<file path="src/sv/tdr_pkg.sv">
// shared types, register indexes and constants for the temporal detection rule core
package tdr_pkg;

  localparam int unsigned MASK_W    = 16;
  localparam int unsigned ZONE_W    = 4;
  localparam int unsigned MINUTE_W  = 11;
  localparam int unsigned TIME_W    = 40;
  localparam int unsigned SUBJECT_W = 2;
  localparam int unsigned SECS_W    = 24;
  localparam int unsigned CFG_IDX_W = 4;
  localparam int unsigned CFG_DAT_W = 24;

  // register indexes
  localparam logic [CFG_IDX_W-1:0] REG_TRIGGER_KIND  = 4'd0;
  localparam logic [CFG_IDX_W-1:0] REG_OBJECT_CLASS  = 4'd1;
  localparam logic [CFG_IDX_W-1:0] REG_ACTOR_CLASS   = 4'd2;
  localparam logic [CFG_IDX_W-1:0] REG_ZONE_SELECT   = 4'd3;
  localparam logic [CFG_IDX_W-1:0] REG_WINDOW_START  = 4'd4;
  localparam logic [CFG_IDX_W-1:0] REG_WINDOW_END    = 4'd5;
  localparam logic [CFG_IDX_W-1:0] REG_COOLDOWN      = 4'd6;
  localparam logic [CFG_IDX_W-1:0] REG_DWELL         = 4'd7;

  // trigger kinds
  localparam logic [1:0] TRIG_APPEARS     = 2'd0;
  localparam logic [1:0] TRIG_SUSTAINED   = 2'd1;
  localparam logic [1:0] TRIG_LEFT_BEHIND = 2'd2;
  localparam logic [1:0] TRIG_UNUSED      = 2'd3;

  // subject codes
  localparam logic [SUBJECT_W-1:0] SUBJ_PERSON  = 2'd0;
  localparam logic [3:0]           CLASS_VEHICLE = 4'd1;
  localparam logic [3:0]           CLASS_PACKAGE = 4'd3;

  localparam logic [4:0]          ZONE_ANY        = 5'd16;
  localparam logic [MINUTE_W-1:0] WINDOW_END_RST  = 11'd1440;

  typedef struct packed {
    logic [1:0]          trigger_kind;
    logic [3:0]          object_class;
    logic [3:0]          actor_class;
    logic [4:0]          zone_select;
    logic [MINUTE_W-1:0] window_start_min;
    logic [MINUTE_W-1:0] window_end_min;
    logic [SECS_W-1:0]   cooldown_seconds;
    logic [SECS_W-1:0]   dwell_seconds;
  } cfg_t;

  typedef struct packed {
    logic              object_was_present;
    logic              presence_run_valid;
    logic [TIME_W-1:0] presence_run_start;
    logic              object_ever_seen;
    logic              actor_was_present;
    logic              has_alerted;
    logic [TIME_W-1:0] last_alert_seconds;
  } rule_state_t;

endpackage

</file>
<file path="src/sv/tdr_eval.sv">
// rule evaluation for one observation: trigger, zone, window and cooldown gates
module tdr_eval (
  input  tdr_pkg::cfg_t                   cfg,
  input  tdr_pkg::rule_state_t            st,
  input  logic [tdr_pkg::MASK_W-1:0]      presence_mask,
  input  logic [tdr_pkg::ZONE_W-1:0]      zone,
  input  logic [tdr_pkg::MINUTE_W-1:0]    day_minute,
  input  logic [tdr_pkg::TIME_W-1:0]      time_seconds,
  output tdr_pkg::rule_state_t            st_nxt,
  output logic                            emit,
  output logic [tdr_pkg::SUBJECT_W-1:0]   subject
);
  import tdr_pkg::*;

  logic              present;
  logic              actor;
  logic              fired;
  logic [TIME_W-1:0] run_start;
  logic [TIME_W-1:0] run_len;
  logic [TIME_W-1:0] since_alert;
  logic              zone_ok;
  logic              window_ok;
  logic              cool_ok;

  assign present     = presence_mask[cfg.object_class];
  assign actor       = presence_mask[cfg.actor_class];
  assign run_start   = st.presence_run_valid ? st.presence_run_start : time_seconds;
  assign run_len     = time_seconds - run_start;
  assign since_alert = time_seconds - st.last_alert_seconds;

  always_comb begin
    st_nxt = st;
    fired  = 1'b0;
    unique case (cfg.trigger_kind)
      TRIG_APPEARS: begin
        fired = present && !st.object_was_present;
      end
      TRIG_SUSTAINED: begin
        if (present) begin
          st_nxt.presence_run_valid = 1'b1;
          st_nxt.presence_run_start = run_start;
          fired = (time_seconds >= run_start) &&
                  (run_len >= {{(TIME_W-SECS_W){1'b0}}, cfg.dwell_seconds});
        end else begin
          st_nxt.presence_run_valid = 1'b0;
        end
      end
      TRIG_LEFT_BEHIND: begin
        st_nxt.object_ever_seen  = st.object_ever_seen || present;
        fired = (st.object_ever_seen || present) && present &&
                st.actor_was_present && !actor;
        st_nxt.actor_was_present = actor;
      end
      TRIG_UNUSED: begin
        fired = 1'b0;
      end
      default: begin
        fired = 1'b0;
      end
    endcase
    st_nxt.object_was_present = present;

    zone_ok = (cfg.zone_select == ZONE_ANY) || (cfg.zone_select == {1'b0, zone});
    if (cfg.window_start_min <= cfg.window_end_min) begin
      window_ok = (day_minute >= cfg.window_start_min) &&
                  (day_minute < cfg.window_end_min);
    end else begin
      window_ok = (day_minute >= cfg.window_start_min) ||
                  (day_minute < cfg.window_end_min);
    end
    cool_ok = !st.has_alerted ||
              ((time_seconds >= st.last_alert_seconds) &&
               (since_alert >= {{(TIME_W-SECS_W){1'b0}}, cfg.cooldown_seconds}));

    emit = fired && zone_ok && window_ok && cool_ok;
    if (emit) begin
      st_nxt.has_alerted        = 1'b1;
      st_nxt.last_alert_seconds = time_seconds;
    end
  end

  assign subject = ((cfg.object_class >= CLASS_VEHICLE) &&
                    (cfg.object_class <= CLASS_PACKAGE)) ?
                   cfg.object_class[SUBJECT_W-1:0] : SUBJ_PERSON;

endmodule

</file>
<file path="src/sv/temporal_detection_rule_core.sv">
// Temporal detection rule core: one rule over a stream of observations. A request
// is captured in an input register, evaluated against the rule state and any alert
// lands in an output register, so one request is taken every clock cycle while the
// output register holds no untaken alert. The output register stalls the input side
// only when it holds an alert that has not been taken. Any configuration write with
// a valid index clears the rule state; configuration is to be written by the user only
// while the core is idle, and the core itself does not enforce this.
module temporal_detection_rule_core (
  input  logic                              clk,
  input  logic                              rst_n,
  input  logic                              in_valid,
  output logic                              in_ready,
  input  logic [tdr_pkg::MASK_W-1:0]        in_presence_mask,
  input  logic [tdr_pkg::ZONE_W-1:0]        in_zone,
  input  logic [tdr_pkg::MINUTE_W-1:0]      in_day_minute,
  input  logic [tdr_pkg::TIME_W-1:0]        in_time_seconds,
  output logic                              out_valid,
  input  logic                              out_ready,
  output logic [tdr_pkg::SUBJECT_W-1:0]     out_subject,
  output logic [tdr_pkg::TIME_W-1:0]        out_alert_seconds,
  input  logic                              cfg_wr_en,
  input  logic [tdr_pkg::CFG_IDX_W-1:0]     cfg_index,
  input  logic [tdr_pkg::CFG_DAT_W-1:0]     cfg_wdata
);
  import tdr_pkg::*;

  cfg_t                 cfg_r;
  rule_state_t          st_r;
  rule_state_t          st_nxt;
  logic                 s1_valid_r;
  logic [MASK_W-1:0]    s1_mask_r;
  logic [ZONE_W-1:0]    s1_zone_r;
  logic [MINUTE_W-1:0]  s1_minute_r;
  logic [TIME_W-1:0]    s1_time_r;
  logic                 out_valid_r;
  logic [SUBJECT_W-1:0] out_subject_r;
  logic [TIME_W-1:0]    out_time_r;
  logic                 emit;
  logic [SUBJECT_W-1:0] subject;
  logic                 advance;
  logic                 cfg_hit;

  assign advance   = s1_valid_r && (!out_valid_r || out_ready);
  assign in_ready  = !s1_valid_r || advance;
  assign cfg_hit   = cfg_wr_en && (cfg_index <= REG_DWELL);

  tdr_eval u_eval (
    .cfg           (cfg_r),
    .st            (st_r),
    .presence_mask (s1_mask_r),
    .zone          (s1_zone_r),
    .day_minute    (s1_minute_r),
    .time_seconds  (s1_time_r),
    .st_nxt        (st_nxt),
    .emit          (emit),
    .subject       (subject)
  );

  // configuration registers
  always_ff @(posedge clk) begin
    if (!rst_n) begin
      cfg_r.trigger_kind     <= TRIG_APPEARS;
      cfg_r.object_class     <= '0;
      cfg_r.actor_class      <= '0;
      cfg_r.zone_select      <= ZONE_ANY;
      cfg_r.window_start_min <= '0;
      cfg_r.window_end_min   <= WINDOW_END_RST;
      cfg_r.cooldown_seconds <= '0;
      cfg_r.dwell_seconds    <= '0;
    end else if (cfg_wr_en) begin
      unique case (cfg_index)
        REG_TRIGGER_KIND: cfg_r.trigger_kind     <= cfg_wdata[1:0];
        REG_OBJECT_CLASS: cfg_r.object_class     <= cfg_wdata[3:0];
        REG_ACTOR_CLASS:  cfg_r.actor_class      <= cfg_wdata[3:0];
        REG_ZONE_SELECT:  cfg_r.zone_select      <= cfg_wdata[4:0];
        REG_WINDOW_START: cfg_r.window_start_min <= cfg_wdata[MINUTE_W-1:0];
        REG_WINDOW_END:   cfg_r.window_end_min   <= cfg_wdata[MINUTE_W-1:0];
        REG_COOLDOWN:     cfg_r.cooldown_seconds <= cfg_wdata[SECS_W-1:0];
        REG_DWELL:        cfg_r.dwell_seconds    <= cfg_wdata[SECS_W-1:0];
        default: begin
        end
      endcase
    end
  end

  // rule state
  always_ff @(posedge clk) begin
    if (!rst_n || cfg_hit) begin
      st_r <= '0;
    end else if (advance) begin
      st_r <= st_nxt;
    end
  end

  // input register
  always_ff @(posedge clk) begin
    if (!rst_n) begin
      s1_valid_r <= 1'b0;
    end else if (in_ready) begin
      s1_valid_r <= in_valid;
    end
  end

  always_ff @(posedge clk) begin
    if (in_valid && in_ready) begin
      s1_mask_r   <= in_presence_mask;
      s1_zone_r   <= in_zone;
      s1_minute_r <= in_day_minute;
      s1_time_r   <= in_time_seconds;
    end
  end

  // output register
  always_ff @(posedge clk) begin
    if (!rst_n) begin
      out_valid_r <= 1'b0;
    end else if (advance && emit) begin
      out_valid_r <= 1'b1;
    end else if (out_ready) begin
      out_valid_r <= 1'b0;
    end
  end

  always_ff @(posedge clk) begin
    if (advance && emit) begin
      out_subject_r <= subject;
      out_time_r    <= s1_time_r;
    end
  end

  assign out_valid         = out_valid_r;
  assign out_subject       = out_subject_r;
  assign out_alert_seconds = out_time_r;

endmodule

</file>
<file path="config.mk">
export PLATFORM = sky130hd
export DESIGN_NAME = temporal_detection_rule_core
export DESIGN_NICKNAME = d
export VERILOG_FILES = /design/src/sv/tdr_pkg.sv /design/src/sv/tdr_eval.sv /design/src/sv/temporal_detection_rule_core.sv
export SDC_FILE = /design/constraint.sdc
export NUM_CORES = 1
export LEC_CHECK = 0
export BUFFER_PORTS_ARGS = -buffer_cell sky130_fd_sc_hd__buf_2
export CAP_MARGIN = 10
export CORE_MARGIN = 8
export CORE_UTILIZATION = 61
export DETAILED_ROUTE_END_ITERATION = 10
export PLACE_DENSITY = 0.85
export RECOVER_POWER = 100
export SYNTH_ARGS = -nofsm -noshare
export SYNTH_HDL_FRONTEND = slang
export SYNTH_SLANG_ARGS = --single-unit
</file>
<file path="constraint.sdc">
create_clock -name clk -period 8.4 [get_ports clk]
set_input_delay 0 -clock clk [delete_from_list [all_inputs] [get_ports clk]]
set_output_delay 0 -clock clk [all_outputs]
set_load 0.01 [all_outputs]
</file>
-- Word level (Yosys, flattened, before mapping)
Index checks and enable logic that the tools add are counted.
- $add $sub $neg: 2
- $lt $le $gt $ge: 12
- equality and inequality tests: 12
- muxes and demuxes: 11
- reductions and logical operators: 43
- operators by type and width (cell ; count):
    $ge 40x24->1 ; 2
    $ge 40x40->1 ; 2
    $sub 40x40->40 ; 2
    $mux 40 ; 1
    $reduce_and 2->1 ; 11
    $eq 4x3->1 const B ; 4
    $logic_and 1x1->1 ; 15
    $ge 11x11->1 ; 1
    $le 11x11->1 ; 1
    $lt 11x11->1 ; 1
    $lt 4x5->1 const B ; 2
    $bmux 1 s4 ; 2
    $eq 4x2->1 const B ; 2
    $logic_or 1x1->1 ; 7
    $mux 1 ; 7
    $logic_not 1->1 ; 6
    $eq 5x4->1 ; 1
    $eq 5x5->1 const B ; 1
    $eq 2x2->1 const B ; 2
    $eq 4x1->1 const B ; 1
    $ge 4x1->1 const B ; 1
    $le 4x2->1 const B ; 1
    $le 4x3->1 const B ; 1
    $logic_not 4->1 ; 1
    other kinds (5) ; 5
- bits in registers: 285
- output and inout port bits: 44

-- Logic depth before layout (Yosys ltp)
- depth after elaboration: 12
- mapped depth: 26
- mapped depth without buffers: 23

-- Cells and area by module
From an unflattened synthesis, not the netlist that was laid out.
- cells, all modules: 2074
- area total of the unflattened synthesis: 18729.2 µm²
- modules (own cells, without submodules) (module ; instances ; cells each ; area each (µm²)):
    temporal_detection_rule_core ; 1 ; 831 ; 9918.3
    tdr_eval ; 1 ; 1243 ; 8811.0

-- Worst setup path before layout
Ideal clock, no wire load.
- kind: reg2reg
- start: register st_r[83] in the netlist's numbering
- end: register out_time_r[0] (netlist: out_alert_seconds[0]), enable pin
- setup time: 0.450 ns
- data arrival time: 5.376 ns
- setup slack: 2.573 ns
- stages on the path, launching flop included: 23
- cell sequence: dfxtp_1 clkbuf_1 buf_1 mux2i_1 ha_1 bufbuf_16 nand2_1 or4b_4 o21a_4 o221ai_1 xor2_1 ha_1 nand2_1 nor2_1 a211oi_1 o211ai_1 nand2_1 o2111ai_2 or4_1 nor2_1 o2111ai_1 o31ai_1 and3b_1
- word-level cells in the longest chain between the ends: 10
- elaborated cells between the ends (all ways): 11
- those cells by class: add/sub: 1; order compare: 2; mux: 3; reduce/logical: 5
- ends and longest elaborated chain (what ; RTL line ; text):
    from (decl) ; temporal_detection_rule_core.sv:28 ; rule_state_t st_r;
    from (signal assigned) ; temporal_detection_rule_core.sv:91 ; st_r <= st_nxt;
    $mux 40 (*) ; tdr_eval.sv:27 ; assign run_start = st.presence_run_valid ? st.presence_run_start : time_seconds;
    $sub 40x40->40 ; tdr_eval.sv:28 ; assign run_len = time_seconds - run_start;
    $ge 40x24->1 ; tdr_eval.sv:43 ; (run_len >= {{(TIME_W-SECS_W){1'b0}}, cfg.dwell_seconds});
    $logic_and 1x1->1 (*) ; tdr_eval.sv:42 ; fired = (time_seconds >= run_start) &&
    $mux 1 (*) ; tdr_eval.sv:39 ; if (present) begin
    $pmux 1 s4 (*) ; tdr_eval.sv:34 ; unique case (cfg.trigger_kind)
    $logic_and 1x1->1 (*) (3 in series) ; tdr_eval.sv:75 ; emit = fired && zone_ok && window_ok && cool_ok;
    $logic_and 1x1->1 (*) ; temporal_detection_rule_core.sv:125 ; if (advance && emit) begin
    to (signal assigned) ; temporal_detection_rule_core.sv:127 ; out_time_r <= s1_time_r;
    to (decl) ; temporal_detection_rule_core.sv:37 ; logic [TIME_W-1:0] out_time_r;
Mark *: on every way between the ends. The rest lies on a longest branch, timed or not.
A chain may end at the register's enable or synchronous reset.

-- Worst setup path in the final report
- start: register st_r[83] in the netlist's numbering
- end: register out_time_r[2] (netlist: out_alert_seconds[2]), enable pin
Same word-level chain as after synthesis.

==> qor.txt <==
Status: complete, but fails checks
Failing checks: capacitance limit, slew limit
CTS tree: yes
Tcrit/Tclk final: 79.2%
PwrDens: 174 nW/um^2
Clock Pin Slew Worst Setup and Hold Paths: 0.06 ns
CTS H-tree lvls: 1
Slew Limit Fails: 158
Leading register cell type out of synthesis: dfxtp_1
# DRC: 0
HP Class: in -> reg
Routed wire length: 53,300 microns
Initial DRC Count: 1,420
Num CTS Buffers: 31
IO Pins: 148
CTS root buffer: clkbuf_16
Req. time, crit path: 8.54 ns
Post-synth net total: 2,197
Worst Hold Depth: 4
Die height: 186 microns
Cell taking the most area after synthesis: dfxtp_1
Post-route ant nets: 0
Synth Cell Area: 17,600 sq um
Gr ovfl total: 0
Worst clock skew: 0.0117 ns
Hold Vio Cnt, Final: 0
Arr. time, crit path: 6.79 ns
Mapped Cells: 1,931
Peak supply drop: 0.227 mV
GPL Wtd Cong: 0.965
Fillers: 2,205
Synthesis-to-finish area growth: 16.1%
Die boundary width: 186 microns
Initial core utilization: 61.7%
Ys async rst share: 0%
Worst path cell trace: buf_4 -> mux2i_1 -> ha_1 -> nand2_1 -> nor2_1 -> a221oi_1 -> nand2_1 -> a41oi_1 -> xnor2_1 -> ha_1 -> nor2b_1 -> o21ai_0 -> o2111ai_1 -> nor2_1 -> o2111ai_1 -> or4_1 -> nor2_1 -> o2111ai_1 -> o31ai_1 -> and3b_2
Port Buffers: 147
R2R Path Start: st_r[83]
DR vias/cell: 6.19
# hold bufs at CTS: 102
All-Layer GR Usage: 30.2%
WL/cell: 20.9 microns
First-pass GRT wire length: 82,400 microns
Total Nets Final: 2,410
Max frequency: 0.150 GHz
CP max stage delay: 0.83 ns
Slowest-stage cell, CP: dfxtp_1
Layout cells sized above 1: 9.82%
Largest net degree at the start of global routing: 89
Die ar.: 34,600 sq um
Clock sinks: 284
CP bufs+invs: 1
#FFs+latches synth: 284
First drt pass iteration count: 7
Hold path start: out_ready
R2R Setup Slk: 1.75 ns
Number of flops mapped to enable cells by yosys: 113
Top cells by count, synth: 233 x nand2_1, 171 x dfxtp_1, 160 x ha_1
Sequential-to-total area share from yosys stat: 38.7%
Post-synth top area share: 19.4%
Leak: 0.00739 uW
Min Tclk post-route: 6.65 ns
End of the worst register-to-register path: out_alert_seconds[2]
Worst Max-Slew Pin Slew: 4.99 ns
Via Count: 15,800
# rows: 62
MaxCap Viol Count: 3
DP HPWL: 36,800 microns
Kind of critical path: reg -> reg
Slew HR: -232%
Distinct cells, synth: 92
Fin Setup TNS: 0 ns
Total setup buffers inserted after CTS: 0
Worst Setup End Kind: flop
Finished Core Util: 71.6%
Syn. warnings: 0
RSZ-0062 raised after global routing: false
Initial antenna violation count: 3
Area contributors post-synth: dfxtp_1 19%, edfxtp_1 19%, ha_1 11%
Clock tree buffer depth: 3
Worst skew pair latency: 0.57 ns
WP depth: 20
Worst min-delay path endpoint: st_r[84]
# setup viols final: 0
Worst-case reg-to-reg path depth: 20
PostCTS Resize Cnt: 0
CP top delay family: simple AND/OR/NAND/NOR gates
Vias in the first global route: 15,300
Core Region: 28,500 sq um
Syn Area/Cell: 9.12 sq um
CP Max Fanout: 42
Crit start category: flop
Count leader, synth: nand2_1
-- per-layer routing --
| metal | wire length [microns] | global-route usage [%] |
|---|---|---|
| met5 | 13 | 0 |
| met4 | 1940 | 11.3 |
| met3 | 4110 | 4.68 |
| met2 | 25200 | 49.9 |
| met1 | 22000 | 39.3 |
-- cells by family (layout without fill, tap and decap cells) --
family | count (synthesis) | count (layout) | synth area share [%]
and+or+nand+nor | 576 | 576 | 15.5
AOI/OAI and AO/OA | 557 | 557 | 20.7
DFF | 284 | 284 | 38.7
buffers and inverters | 212 | 449 | 5.25
adders and majority gates | 162 | 162 | 11.6
muxes | 80 | 80 | 5.28
xor gates and xnor gates | 60 | 60 | 2.98
other | 0 | 2 | 0
-- where the power goes --
group	switching (uW)	internal, uW
clock network	577	786
registers	39.1	1480
logic	390	281
-- layout by cell type, fill, tap and decap left out, types with 7 or more instances in the layout --
master / synthesis / layout
nand2_1: 233 / 232
dfxtp_1: 171 / 171
ha_1: 160 / 160
a21oi_1: 156 / 159
inv_1: 132 / 132
edfxtp_1: 113 / 113
nor2_1: 104 / 104
dlygate4sd3_1: 3 / 102
buf_2: 8 / 102
o21ai_0: 73 / 73
mux2i_1: 67 / 67
a21boi_0: 66 / 66
nand3_1: 64 / 64
a211oi_1: 55 / 55
clkbuf_1: 53 / 53
o21ai_1: 44 / 44
nor2b_1: 36 / 36
xnor2_1: 35 / 35
a21o_1: 34 / 34
clkbuf_16: 0 / 34
nand4_1: 25 / 25
xor2_1: 25 / 25
nor3_1: 21 / 21
nand2b_1: 18 / 18
o211ai_1: 17 / 17
o21a_1: 14 / 14
a31oi_1: 10 / 10
mux4_2: 10 / 10
o21bai_1: 9 / 9
nor4_1: 9 / 9
nor3b_1: 9 / 9
clkinv_2: 0 / 9
a21oi_2: 11 / 8
and3_1: 8 / 8
nand3b_1: 7 / 7
o41ai_1: 7 / 7
buf_4: 2 / 7
-- metrics by stage --
stage | cell area [sq um] | hold slack (ns) | power [uW] | std cells | worst slack [ns]
floorplan | 17600 | 0.0989 | 1970 | 1931 | 2.57
global placement | 18500 | 0.176 | 2140 | 2393 | 2.28
detailed placement | 18500 | 0.178 | 2150 | 2393 | 2.12
CTS | 20500 | 0.00300 | 3530 | 2552 | 2.04
global route | 20400 | 0.0471 | 3680 | 2554 | 1.25
finish | 20400 | 0.0518 | 3550 | 2554 | 1.75
-- worst max path at each step --
stage / slack, ns / start / endpoint
floorplan: 2.57 / st_r[83] / out_alert_seconds[0]
global placement: 2.28 / st_r[83] / out_alert_seconds[9]
detailed placement: 2.12 / st_r[83] / out_alert_seconds[3]
CTS: 2.04 / st_r[83] / out_alert_seconds[10]
global route: 1.25 / st_r[83] / out_alert_seconds[2]
finish: 1.75 / st_r[83] / out_alert_seconds[2]
-- sequential cells by signal, summed over array words and instances, names as in the netlist --
register and flops:
cfg_r 85, out_valid 1, s1_valid_r 1, s1_minute_r 11, s1_zone_r 4, out_subject 2, s1_time_r 40, s1_mask_r 16
out_alert_seconds 40, st_r 84
-- worst register-to-register path: stages (launching register included) --
cell,delay [ns]
dfxtp_1,0.83
buf_4,0.56
mux2i_1,0.31
ha_1,0.34
nand2_1,0.11
nor2_1,0.04
a221oi_1,0.56
nand2_1,0.24
a41oi_1,0.30
xnor2_1,0.18
ha_1,0.28
nor2b_1,0.13
o21ai_0,0.20
o2111ai_1,0.14
nor2_1,0.13
o2111ai_1,0.15
or4_1,0.54
nor2_1,0.12
o2111ai_1,0.10
o31ai_1,0.32
and3b_2,0.62
-- cell type report --
class	count	area, sq um	area share, %
inverters	132	495	2.42
repair buffers	260	1770	8.65
clock inverters	12	63.8	0.312
diodes	2	5.00	0.0245
multi-input cells	1435	9860	48.2
clock buffers	45	956	4.68
flip-flops and latches	284	6820	33.3
well taps	384	480	2.35
Power figures use the tool's default switching activity.
